===== config.mk =====
export PLATFORM = sky130hd
export DESIGN_NAME = command_frame_parser_relay_schedule_unit
export DESIGN_NICKNAME = d
export VERILOG_FILES = /design/src/cfrs_pkg.sv /design/src/command_frame_parser_relay_schedule_unit.sv /design/src/cfrs_frame.sv
export VERILOG_INCLUDE_DIRS = /design/src /design/src/src
export SDC_FILE = /design/constraint.sdc
export NUM_CORES = 1
export LEC_CHECK = 0
export BUFFER_PORTS_ARGS = -buffer_cell sky130_fd_sc_hd__buf_4
export CAP_MARGIN = 20
export CORE_AREA = 2 2 226 228
export DETAILED_ROUTE_END_ITERATION = 12
export DIE_AREA = 0 0 228 230
export PLACE_DENSITY = 0.82
export REMOVE_ABC_BUFFERS = 1
export SYNTH_ARGS = -nofsm -noshare
export SYNTH_HDL_FRONTEND = slang
export SYNTH_HIERARCHICAL = 1
export SYNTH_SLANG_ARGS = --single-unit

===== constraint.sdc =====
create_clock -name i_clk -period 9.6 [get_ports i_clk]
set_input_delay 1.92 -clock i_clk [delete_from_list [all_inputs] [get_ports i_clk]]
set_output_delay 1.92 -clock i_clk [all_outputs]
set_load 0.01 [all_outputs]

===== src/command_frame_parser_relay_schedule_unit_macros.svh =====
// Assertion macros for the command frame parser and relay schedule unit.
// Used by files that include it; they must provide i_clk and i_rst_n.
`ifndef COMMAND_FRAME_PARSER_RELAY_SCHEDULE_UNIT_MACROS_SVH
`define COMMAND_FRAME_PARSER_RELAY_SCHEDULE_UNIT_MACROS_SVH

// Same-cycle implication, checked outside reset.
`define CFRS_ASSERT_IMPL(lbl, ante, cons, msg) \
    lbl: assert property (@(posedge i_clk) disable iff (!i_rst_n) (ante) |-> (cons)) \
        else $error(msg);

// Next-cycle implication, checked outside reset.
`define CFRS_ASSERT_NEXT(lbl, ante, cons, msg) \
    lbl: assert property (@(posedge i_clk) disable iff (!i_rst_n) (ante) |=> (cons)) \
        else $error(msg);

`endif


===== src/cfrs_pkg.sv =====
// Package for the command frame parser and relay schedule unit.
// Holds character codes, reset values, the decoded command type and digit helpers.
`timescale 1ns / 1ps

package cfrs_pkg;

    // Frame window: ten bytes, the newest one is the incoming character itself.
    localparam int WINDOW_LEN = 10;
    localparam int HIST_LEN   = WINDOW_LEN - 1;
    localparam int MAX_RELAYS = 8;
    localparam int MASK_W     = 3;
    localparam int MODE_MAX   = 6;

    // Framing characters.
    localparam logic [7:0] CH_X      = 8'h58;
    localparam logic [7:0] CH_DOLLAR = 8'h24;
    localparam logic [7:0] CH_NL     = 8'h0A;
    localparam logic [7:0] CH_ZERO   = 8'h30;
    localparam logic [7:0] CH_ONE    = 8'h31;

    // Command letters.
    localparam logic [7:0] CMD_T = 8'h54;
    localparam logic [7:0] CMD_I = 8'h49;
    localparam logic [7:0] CMD_N = 8'h4E;
    localparam logic [7:0] CMD_F = 8'h46;
    localparam logic [7:0] CMD_B = 8'h42;
    localparam logic [7:0] CMD_C = 8'h43;
    localparam logic [7:0] CMD_D = 8'h44;
    localparam logic [7:0] CMD_E = 8'h45;
    localparam logic [7:0] CMD_G = 8'h47;
    localparam logic [7:0] CMD_H = 8'h48;
    localparam logic [7:0] CMD_J = 8'h4A;
    localparam logic [7:0] CMD_K = 8'h4B;
    localparam logic [7:0] CMD_L = 8'h4C;
    localparam logic [7:0] CMD_M = 8'h4D;
    localparam logic [7:0] CMD_O = 8'h4F;
    localparam logic [7:0] CMD_U = 8'h55;
    localparam logic [7:0] CMD_A = 8'h41;

    // Reset values; times are kept as hours*100+minutes.
    localparam logic [11:0] RST_ON_TIME  = 12'd2210;
    localparam logic [11:0] RST_OFF_TIME = 12'd501;
    localparam logic [29:0] RST_PULSE_MS = 30'd5000;
    localparam logic [15:0] RST_UPPER    = 16'd2200;
    localparam logic [15:0] RST_LOWER    = 16'd800;

    // Settings update that a completed frame asks for.
    typedef enum logic [3:0] {
        OP_NONE,
        OP_CLOCK,
        OP_ON_TIME,
        OP_OFF_TIME,
        OP_PULSE,
        OP_MODE,
        OP_UPPER,
        OP_LOWER,
        OP_SENSOR
    } t_op;

    typedef struct packed {
        logic                  found;
        t_op                   op;
        logic                  all_relays;
        logic [1:0]            relay;
        logic [11:0]           hhmm;
        logic [29:0]           ms;
        logic [MAX_RELAYS-1:0] mode_bits;
        logic [15:0]           limit;
        logic                  sensor_on;
        logic [4:0]            hours;
        logic [5:0]            minutes;
        logic [5:0]            seconds;
    } t_frame_cmd;

    // Decimal digit test.
    function automatic logic is_dec(input logic [7:0] c);
        return (c >= 8'h30) && (c <= 8'h39);
    endfunction

    // Hex digit value, or 16 when the character is not a hex digit.
    function automatic logic [4:0] hex_val(input logic [7:0] c);
        logic [4:0] v;
        if ((c >= 8'h30) && (c <= 8'h39)) begin
            v = {1'b0, c[3:0]};
        end else if (((c >= 8'h41) && (c <= 8'h46)) || ((c >= 8'h61) && (c <= 8'h66))) begin
            v = {1'b0, c[3:0]} + 5'd9;
        end else begin
            v = 5'd16;
        end
        return v;
    endfunction

endpackage


===== src/command_frame_parser_relay_schedule_unit.sv =====
// Top level of the command frame parser and relay schedule unit.
// Depends on cfrs_pkg, cfrs_frame and the assertion macro header.
`timescale 1ns / 1ps

// Every item, a received character or a schedule query, returns exactly one result
// that shows the settings as they stand after the item. An item is registered in
// the input register, where the frame decoder, the settings update and the schedule
// compare run as one combinational pass, and is then held in the result register;
// one item is taken every cycle while the result side keeps up. A frame is 'X', a
// command letter, six parameters, '$' and newline.
module command_frame_parser_relay_schedule_unit import cfrs_pkg::*; #(
    parameter int RELAY_COUNT = 3
) (
    input  logic        i_clk,
    input  logic        i_rst_n,
    input  logic        i_valid,
    output logic        o_stall,
    input  logic        i_kind,
    input  logic [7:0]  i_char_byte,
    input  logic [4:0]  i_current_hours,
    input  logic [5:0]  i_current_minutes,
    input  logic [1:0]  i_relay_select,
    output logic        o_valid,
    input  logic        i_stall,
    output logic        o_command_found,
    output logic        o_time_write,
    output logic [4:0]  o_new_hours,
    output logic [5:0]  o_new_minutes,
    output logic [5:0]  o_new_seconds,
    output logic [2:0]  o_relay_on_mask,
    output logic [2:0]  o_switch_mode_mask,
    output logic        o_sensor_enable,
    output logic [15:0] o_upper_limit,
    output logic [15:0] o_lower_limit,
    output logic [29:0] o_selected_duration_ms
);

    localparam int MODE_N = (RELAY_COUNT < MODE_MAX) ? RELAY_COUNT : MODE_MAX;

    // Input register.
    logic       r_in_valid;
    logic       r_in_kind;
    logic [7:0] r_in_char;
    logic [4:0] r_in_hours;
    logic [5:0] r_in_minutes;
    logic [1:0] r_in_sel;

    // Settings.
    logic [11:0]            r_on_time  [RELAY_COUNT];
    logic [11:0]            r_off_time [RELAY_COUNT];
    logic [29:0]            r_pulse_ms [RELAY_COUNT];
    logic [RELAY_COUNT-1:0] r_mode;
    logic [15:0]            r_upper;
    logic [15:0]            r_lower;
    logic                   r_sensor;

    logic [11:0]            n_on_time  [RELAY_COUNT];
    logic [11:0]            n_off_time [RELAY_COUNT];
    logic [29:0]            n_pulse_ms [RELAY_COUNT];
    logic [RELAY_COUNT-1:0] n_mode;
    logic [15:0]            n_upper;
    logic [15:0]            n_lower;
    logic                   n_sensor;

    // Result register.
    logic        r_out_valid;
    logic        r_out_found;
    logic        r_out_twrite;
    logic [4:0]  r_out_hours;
    logic [5:0]  r_out_minutes;
    logic [5:0]  r_out_seconds;
    logic [2:0]  r_out_on_mask;
    logic [2:0]  r_out_mode_mask;
    logic        r_out_sensor;
    logic [15:0] r_out_upper;
    logic [15:0] r_out_lower;
    logic [29:0] r_out_dur;

    logic                   out_free;
    logic                   fire;
    logic                   char_fire;
    t_frame_cmd             cmd;
    logic [11:0]            act;
    logic [RELAY_COUNT-1:0] on_vec;
    logic [MAX_RELAYS-1:0]  on_pad;
    logic [MAX_RELAYS-1:0]  mode_pad;
    logic [29:0]            dur;
    logic                   twrite;

    // Handshake: the input register moves whenever the result register can take it.
    assign out_free  = !r_out_valid || !i_stall;
    assign fire      = r_in_valid && out_free;
    assign char_fire = fire && !r_in_kind;
    assign o_stall   = r_in_valid && !out_free;

    always_ff @(posedge i_clk) begin
        if (!i_rst_n) begin
            r_in_valid <= 1'b0;
        end else if (!o_stall) begin
            r_in_valid <= i_valid;
        end
    end

    always_ff @(posedge i_clk) begin
        if (i_valid && !o_stall) begin
            r_in_kind    <= i_kind;
            r_in_char    <= i_char_byte;
            r_in_hours   <= i_current_hours;
            r_in_minutes <= i_current_minutes;
            r_in_sel     <= i_relay_select;
        end
    end

    // Character window and frame decoder.
    cfrs_frame #(
        .RELAY_COUNT(RELAY_COUNT)
    ) u_frame (
        .i_clk  (i_clk),
        .i_rst_n(i_rst_n),
        .i_shift(char_fire),
        .i_char (r_in_char),
        .o_cmd  (cmd)
    );

    // Settings update from a decoded frame.
    always_comb begin
        n_on_time  = r_on_time;
        n_off_time = r_off_time;
        n_pulse_ms = r_pulse_ms;
        n_mode     = r_mode;
        n_upper    = r_upper;
        n_lower    = r_lower;
        n_sensor   = r_sensor;
        twrite     = 1'b0;
        if (char_fire) begin
            unique case (cmd.op)
                OP_CLOCK: begin
                    twrite = 1'b1;
                end
                OP_ON_TIME: begin
                    for (int r = 0; r < RELAY_COUNT; r++) begin
                        if (cmd.all_relays || (int'(cmd.relay) == r)) begin
                            n_on_time[r] = cmd.hhmm;
                        end
                    end
                end
                OP_OFF_TIME: begin
                    for (int r = 0; r < RELAY_COUNT; r++) begin
                        if (cmd.all_relays || (int'(cmd.relay) == r)) begin
                            n_off_time[r] = cmd.hhmm;
                        end
                    end
                end
                OP_PULSE: begin
                    for (int r = 0; r < RELAY_COUNT; r++) begin
                        if (int'(cmd.relay) == r) begin
                            n_pulse_ms[r] = cmd.ms;
                        end
                    end
                end
                OP_MODE: begin
                    for (int r = 0; r < RELAY_COUNT; r++) begin
                        if (r < MODE_N) begin
                            n_mode[r] = cmd.mode_bits[r];
                        end
                    end
                end
                OP_UPPER: begin
                    n_upper = cmd.limit;
                end
                OP_LOWER: begin
                    n_lower = cmd.limit;
                end
                OP_SENSOR: begin
                    n_sensor = cmd.sensor_on;
                end
                default: begin
                end
            endcase
        end
    end

    always_ff @(posedge i_clk) begin
        if (!i_rst_n) begin
            for (int r = 0; r < RELAY_COUNT; r++) begin
                r_on_time[r]  <= RST_ON_TIME;
                r_off_time[r] <= RST_OFF_TIME;
                r_pulse_ms[r] <= RST_PULSE_MS;
            end
            r_mode   <= '0;
            r_upper  <= RST_UPPER;
            r_lower  <= RST_LOWER;
            r_sensor <= 1'b0;
        end else begin
            r_on_time  <= n_on_time;
            r_off_time <= n_off_time;
            r_pulse_ms <= n_pulse_ms;
            r_mode     <= n_mode;
            r_upper    <= n_upper;
            r_lower    <= n_lower;
            r_sensor   <= n_sensor;
        end
    end

    // Schedule query: each relay's on window, wrapping past midnight when on > off.
    always_comb begin
        act = 12'(r_in_hours) * 12'd100 + 12'(r_in_minutes);
        for (int r = 0; r < RELAY_COUNT; r++) begin
            if (r_on_time[r] < r_off_time[r]) begin
                on_vec[r] = (act >= r_on_time[r]) && (act < r_off_time[r]);
            end else if (r_on_time[r] > r_off_time[r]) begin
                on_vec[r] = (act >= r_on_time[r]) || (act < r_off_time[r]);
            end else begin
                on_vec[r] = 1'b0;
            end
        end
        on_pad   = r_in_kind ? MAX_RELAYS'(on_vec) : '0;
        mode_pad = MAX_RELAYS'(n_mode);
    end

    // Pulse length of the selected relay, zero when the relay does not exist.
    always_comb begin
        dur = '0;
        for (int r = 0; r < RELAY_COUNT; r++) begin
            if (int'(r_in_sel) == r) begin
                dur = n_pulse_ms[r];
            end
        end
    end

    // Result register.
    always_ff @(posedge i_clk) begin
        if (!i_rst_n) begin
            r_out_valid <= 1'b0;
        end else if (out_free) begin
            r_out_valid <= r_in_valid;
        end
    end

    always_ff @(posedge i_clk) begin
        if (fire) begin
            r_out_found     <= !r_in_kind && cmd.found;
            r_out_twrite    <= twrite;
            r_out_hours     <= twrite ? cmd.hours : 5'd0;
            r_out_minutes   <= twrite ? cmd.minutes : 6'd0;
            r_out_seconds   <= twrite ? cmd.seconds : 6'd0;
            r_out_on_mask   <= on_pad[MASK_W-1:0];
            r_out_mode_mask <= mode_pad[MASK_W-1:0];
            r_out_sensor    <= n_sensor;
            r_out_upper     <= n_upper;
            r_out_lower     <= n_lower;
            r_out_dur       <= dur;
        end
    end

    assign o_valid                = r_out_valid;
    assign o_command_found        = r_out_found;
    assign o_time_write           = r_out_twrite;
    assign o_new_hours            = r_out_hours;
    assign o_new_minutes          = r_out_minutes;
    assign o_new_seconds          = r_out_seconds;
    assign o_relay_on_mask        = r_out_on_mask;
    assign o_switch_mode_mask     = r_out_mode_mask;
    assign o_sensor_enable        = r_out_sensor;
    assign o_upper_limit          = r_out_upper;
    assign o_lower_limit          = r_out_lower;
    assign o_selected_duration_ms = r_out_dur;

    // Checks on the block's own logic.
`include "command_frame_parser_relay_schedule_unit_macros.svh"

    `CFRS_ASSERT_IMPL(a_twrite_found, o_valid && o_time_write, o_command_found,
        "clock write without a found command")
    `CFRS_ASSERT_IMPL(a_new_time_zero, o_valid && !o_time_write,
        (o_new_hours == 5'd0) && (o_new_minutes == 6'd0) && (o_new_seconds == 6'd0),
        "clock fields set without a clock write")
    `CFRS_ASSERT_IMPL(a_query_vs_frame, o_valid && (o_relay_on_mask != 3'd0),
        !o_command_found, "schedule mask and found command in one result")
    `CFRS_ASSERT_NEXT(a_accept_loads, i_valid && !o_stall, r_in_valid,
        "accepted item did not reach the input register")

endmodule


===== src/cfrs_frame.sv =====
// Character window and frame decoder for the relay schedule unit.
// Depends on cfrs_pkg for character codes and the decoded command struct.
`timescale 1ns / 1ps

module cfrs_frame import cfrs_pkg::*; #(
    parameter int RELAY_COUNT = 3
) (
    input  logic       i_clk,
    input  logic       i_rst_n,
    input  logic       i_shift,
    input  logic [7:0] i_char,
    output t_frame_cmd o_cmd
);

    localparam int MODE_N = (RELAY_COUNT < MODE_MAX) ? RELAY_COUNT : MODE_MAX;

    // Decimal weights of the pulse length, already scaled to milliseconds.
    localparam logic [29:0] MS_W [6] = '{30'd100000000, 30'd10000000, 30'd1000000,
                                        30'd100000, 30'd10000, 30'd1000};
    // Limit weights reduced modulo 65536.
    localparam logic [15:0] LIM_W [6] = '{16'd34464, 16'd10000, 16'd1000,
                                         16'd100, 16'd10, 16'd1};

    // r_hist[0] is the previous character, r_hist[HIST_LEN-1] the oldest.
    logic [7:0] r_hist [HIST_LEN];

    logic [7:0]  p     [6];
    logic [4:0]  hex_d [6];
    logic        frame_hit;
    logic        all_hex;
    logic        all_dec;
    logic        any_nonzero;
    logic        hhmm_dec;
    logic [6:0]  hh;
    logic [6:0]  mm;
    logic        hhmm_ok;
    logic [7:0]  clk_h;
    logic [7:0]  clk_m;
    logic [7:0]  clk_s;
    logic        clock_ok;
    logic [29:0] ms_sum;
    logic [15:0] lim_sum;
    logic        mode_ok;
    logic [MAX_RELAYS-1:0] mode_bits;
    logic        sensor_ok;
    logic        sensor_any;

    // Shift the window by one character per character item.
    always_ff @(posedge i_clk) begin
        if (!i_rst_n) begin
            for (int i = 0; i < HIST_LEN; i++) begin
                r_hist[i] <= CH_ZERO;
            end
        end else if (i_shift) begin
            r_hist[0] <= i_char;
            for (int i = 1; i < HIST_LEN; i++) begin
                r_hist[i] <= r_hist[i-1];
            end
        end
    end

    // Parameter digits and their checks, all in parallel.
    always_comb begin
        for (int i = 0; i < 6; i++) begin
            p[i]     = r_hist[6-i];
            hex_d[i] = hex_val(p[i]);
        end

        all_hex     = 1'b1;
        all_dec     = 1'b1;
        any_nonzero = 1'b0;
        ms_sum      = '0;
        lim_sum     = '0;
        for (int i = 0; i < 6; i++) begin
            all_hex     = all_hex & ~hex_d[i][4];
            all_dec     = all_dec & is_dec(p[i]);
            any_nonzero = any_nonzero | (p[i][3:0] != 4'd0);
            ms_sum      = ms_sum + 30'(p[i][3:0]) * MS_W[i];
            lim_sum     = lim_sum + 16'(hex_d[i][3:0]) * LIM_W[i];
        end

        // HHMM in decimal from the first four parameters.
        hhmm_dec = is_dec(p[0]) & is_dec(p[1]) & is_dec(p[2]) & is_dec(p[3]);
        hh       = 7'(p[0][3:0]) * 7'd10 + 7'(p[1][3:0]);
        mm       = 7'(p[2][3:0]) * 7'd10 + 7'(p[3][3:0]);
        hhmm_ok  = hhmm_dec && (hh <= 7'd23) && (mm <= 7'd59);

        // Clock write digits are hex decoded and then range checked.
        clk_h    = 8'(hex_d[0][3:0]) * 8'd10 + 8'(hex_d[1][3:0]);
        clk_m    = 8'(hex_d[2][3:0]) * 8'd10 + 8'(hex_d[3][3:0]);
        clk_s    = 8'(hex_d[4][3:0]) * 8'd10 + 8'(hex_d[5][3:0]);
        clock_ok = all_hex && (clk_h <= 8'd23) && (clk_m <= 8'd59) && (clk_s <= 8'd59);

        // Mode digits must be binary for every covered relay.
        mode_ok   = 1'b1;
        mode_bits = '0;
        for (int i = 0; i < MODE_MAX; i++) begin
            if (i < MODE_N) begin
                mode_ok      = mode_ok & ((p[i] == CH_ZERO) || (p[i] == CH_ONE));
                mode_bits[i] = (p[i] == CH_ONE);
            end
        end

        // Sensor enable looks at the middle four digits.
        sensor_ok  = 1'b1;
        sensor_any = 1'b0;
        for (int i = 1; i < 5; i++) begin
            sensor_ok  = sensor_ok & ~hex_d[i][4];
            sensor_any = sensor_any | (hex_d[i][3:0] != 4'd0);
        end
    end

    // Frame detection and command dispatch.
    always_comb begin
        frame_hit = (r_hist[8] == CH_X) && (r_hist[0] == CH_DOLLAR) && (i_char == CH_NL);

        o_cmd            = '0;
        o_cmd.op         = OP_NONE;
        o_cmd.hhmm       = 12'(hh) * 12'd100 + 12'(mm);
        o_cmd.ms         = ms_sum;
        o_cmd.mode_bits  = mode_bits;
        o_cmd.limit      = lim_sum;
        o_cmd.sensor_on  = sensor_any;

        if (frame_hit) begin
            o_cmd.found = 1'b1;
            unique case (r_hist[7])
                CMD_T: begin
                    if (clock_ok) begin
                        o_cmd.op      = OP_CLOCK;
                        o_cmd.hours   = clk_h[4:0];
                        o_cmd.minutes = clk_m[5:0];
                        o_cmd.seconds = clk_s[5:0];
                    end
                end
                CMD_I: begin
                    o_cmd.op = OP_NONE;
                end
                CMD_N, CMD_B, CMD_C, CMD_D: begin
                    if (hhmm_ok) begin
                        o_cmd.op = OP_ON_TIME;
                    end
                    o_cmd.all_relays = (r_hist[7] == CMD_N);
                    o_cmd.relay      = (r_hist[7] == CMD_C) ? 2'd1 :
                                       (r_hist[7] == CMD_D) ? 2'd2 : 2'd0;
                end
                CMD_F, CMD_E, CMD_G, CMD_H: begin
                    if (hhmm_ok) begin
                        o_cmd.op = OP_OFF_TIME;
                    end
                    o_cmd.all_relays = (r_hist[7] == CMD_F);
                    o_cmd.relay      = (r_hist[7] == CMD_G) ? 2'd1 :
                                       (r_hist[7] == CMD_H) ? 2'd2 : 2'd0;
                end
                CMD_J, CMD_K, CMD_L: begin
                    if (all_dec && any_nonzero) begin
                        o_cmd.op = OP_PULSE;
                    end
                    o_cmd.relay = (r_hist[7] == CMD_K) ? 2'd1 :
                                  (r_hist[7] == CMD_L) ? 2'd2 : 2'd0;
                end
                CMD_M: begin
                    if (mode_ok) begin
                        o_cmd.op = OP_MODE;
                    end
                end
                CMD_O: begin
                    if (all_hex) begin
                        o_cmd.op = OP_UPPER;
                    end
                end
                CMD_U: begin
                    if (all_hex) begin
                        o_cmd.op = OP_LOWER;
                    end
                end
                CMD_A: begin
                    if (sensor_ok) begin
                        o_cmd.op = OP_SENSOR;
                    end
                end
                default: begin
                    o_cmd.found = 1'b0;
                end
            endcase
        end
    end

endmodule


==> run metrics <==
crit path cell chain inv_1 > ha_1 > and3b_1 > nor3b_1 > inv_1 > o21ai_0 > ha_1 > ha_1 > a21oi_1 > nand2b_1 > a2111oi_0 > nand4_1 > or4_1 > a211o_1 > a21oi_1 > nor2_1 > nor4b_4 > a21oi_2 > buf_4 > a22oi_1 > nor2_1 > a221o_1; P_int ~0.004 W; Pleak between 15 and 20 nW; switch share 0.422; most frequent cells in the layout 463 x ha_1, 331 x nand2_1, 324 x inv_1; Max-cap violations 0; Die Wd between 200 and 250 µm; crit path from u_frame/r_hist[0][48]$_SDFFCE_PN0P_; H-tree depth 2; Worst Path Required ~10000 ps; Peak VDD IR approximately 0.00027 V; Nets around 3800; Ant. Diodes 0; first-pass GRT wire length 126000 µm; Routed WL a little under 80000 µm; cts hold-fix bufs 0; Synth Warn # 6; Final setup viols 0; total number of vias 23090; Critical Path Most Common Cell ha_1; total chip power a little under 0.007 W; Crit-path slowest cell edfxtp_1; FF-to-FF path depth 22; vias per inst 5.95; setup TNS 0 ps; Worst R2R Start u_frame/r_hist[0][48]$_SDFFCE_PN0P_; Least-Margin Pin Slew 1180 ps; Final Slew Violations 0; CTS resizes 0; WL per Instance approximately 20 µm; CP Capture Type register; Worst-Skew Late Latency around 570 ps; capture point of the worst path o_selected_duration_ms[11]$_DFFE_PP_; combinational share of power 0.501; layout cells sized above 1 0.100; Mapped Cells a little over 3000; grt ovf 0; Post-CTS Repair Setup Buffers 0; drt pass-1 iters 5; Slew HR 0.210; hpwl dp between 50000 and 60000 µm; IO Pins about 120; worst r2r dst o_selected_duration_ms[11]$_DFFE_PP_; Clk network pwr share 0.243; initial antenna violation count 0; pin count of the biggest net entering global routing just over 80; CTS root buf clkbuf_16; Total Routing Usage GR 0.301; antenna viol nets, final 0; FMAX ~120 MHz; Initial Utilization 0.597; sw power a little under 0.003 W; gpl congestion approximately 0.99; CTS Buf Count between 40 and 50; Placed Cells around 3800; full die area about 52000 µm²; Worst Skew 11.5 ps; P&R area growth vs syn 10.0%; Remaining DRCs 0; fillers slightly below 4000; Power Density roughly 210 nW/µm²; IO Port Bufs ~120; CTS tree yes; vias in the first global route 23513; core box area between 40000 and 50000 µm²; Chip Height around 230 µm; Netlist Area Pre-Place 29800 µm²; Largest stage delay, worst path 800 ps; Longest Clk Path Bufs 3; critical path startpoint category register; Reg clk slew, reported paths ~60 ps; DRT iter0 DRCs 1800; Hold Fails Final Rpt 0; register-to-register setup slack roughly 1400 ps; Tmin final roughly 8000 ps; unrepaired setup endpoints after global routing false; Sink Count roughly 380; Final Cycle Share 0.854; std cell rows 82; Syn Area/Cell slightly below 10 µm²; Crit Path Category reg -> reg; outcome finished clean; sequential share of power 0.256; Final Instance Count excl. Fillers around 3900; commonest non-fill, non-tap cell in the layout ha_1; worst hold slack between 400 and 500 ps; critical path peak fanout 16; Data arrival, critical path ~8600 ps; Hold Crit Class reg -> reg
[metrics by stage]
step / setup slack [ps] / utilization / area (µm²)
6_report: 1400 / 0.657 / 32800
5_1_grt: 666 / 0.657 / 32800
4_1_cts: 1510 / 0.657 / 32800
3_5_place_dp: 1560 / 0.628 / 31300
3_3_place_gp: 1830 / 0.628 / 31300
2_1_floorplan: 2070 / - / 29300
[cell type report]
| cell class | instances | area [µm²] | share of cell area |
|---|---|---|---|
| Clock buffer | 60 | 1230 | 0.0376 |
| Timing Repair Buffer | 147 | 1120 | 0.0343 |
| Sequential cell | 382 | 9470 | 0.289 |
| Inverter | 326 | 1230 | 0.0374 |
| Tap cell | 672 | 841 | 0.0256 |
| Clock inverter | 19 | 213 | 0.00649 |
| Multi-Input combinational cell | 2272 | 18700 | 0.570 |
[worst max-delay path, delay by kind of cell, from the launching register on]
kind	cells	cell delay, ps
fa+ha+maj	3	1120
flops	1	800
simple gates	8	2150
compound gates	8	3090
buf+inv	3	890
[worst min path at each step]
stage | startpoint | to | cells after the start | slack, ps
3_3_place_gp | r_pulse_ms[46]$_SDFF_PN0_ | r_pulse_ms[46]$_SDFF_PN0_ | 2 | 440
6_report | r_pulse_ms[77]$_SDFF_PN0_ | r_pulse_ms[77]$_SDFF_PN0_ | 2 | 460
2_1_floorplan | r_pulse_ms[30]$_SDFF_PN0_ | r_pulse_ms[30]$_SDFF_PN0_ | 2 | 440
5_1_grt | r_pulse_ms[43]$_SDFF_PN0_ | r_pulse_ms[43]$_SDFF_PN0_ | 2 | 480
3_5_place_dp | r_pulse_ms[58]$_SDFF_PN0_ | r_pulse_ms[58]$_SDFF_PN0_ | 2 | 450
4_1_cts | r_pulse_ms[77]$_SDFF_PN0_ | r_pulse_ms[77]$_SDFF_PN0_ | 2 | 460
[layer usage]
layer	part of all wire	GRT usage	vias up
li1	-	-	10837
met1	0.41	0.376	11259
met2	0.49	0.525	812
met3	0.059	0.0397	182
met4	0.039	0.123	0
met5	0	0	-
[registers in the layout, summed over array words and instances, names as in the netlist, 6 cells and up]
signal / cells
o_lower_limit: 16
r_in_minutes: 6
r_upper: 16
o_new_seconds: 6
o_upper_limit: 16
r_lower: 16
r_on_time: 36
u_frame/r_hist: 72
o_selected_duration_ms: 30
r_pulse_ms: 90
r_off_time: 36
r_in_char: 8
o_new_minutes: 6
[power groups by stage]
stage / sequential, W / clock [W] / combinational [W]
floorplan: 0.00182 / 0 / 0.00245
finish: 0.00178 / 0.00169 / 0.00348
global route: 0.00179 / 0.00178 / 0.00386
global placement: 0.00181 / 0 / 0.00329
CTS: 0.00178 / 0.00171 / 0.00345
detailed placement: 0.00182 / 0 / 0.00341
(Power assumes the default switching activity.)
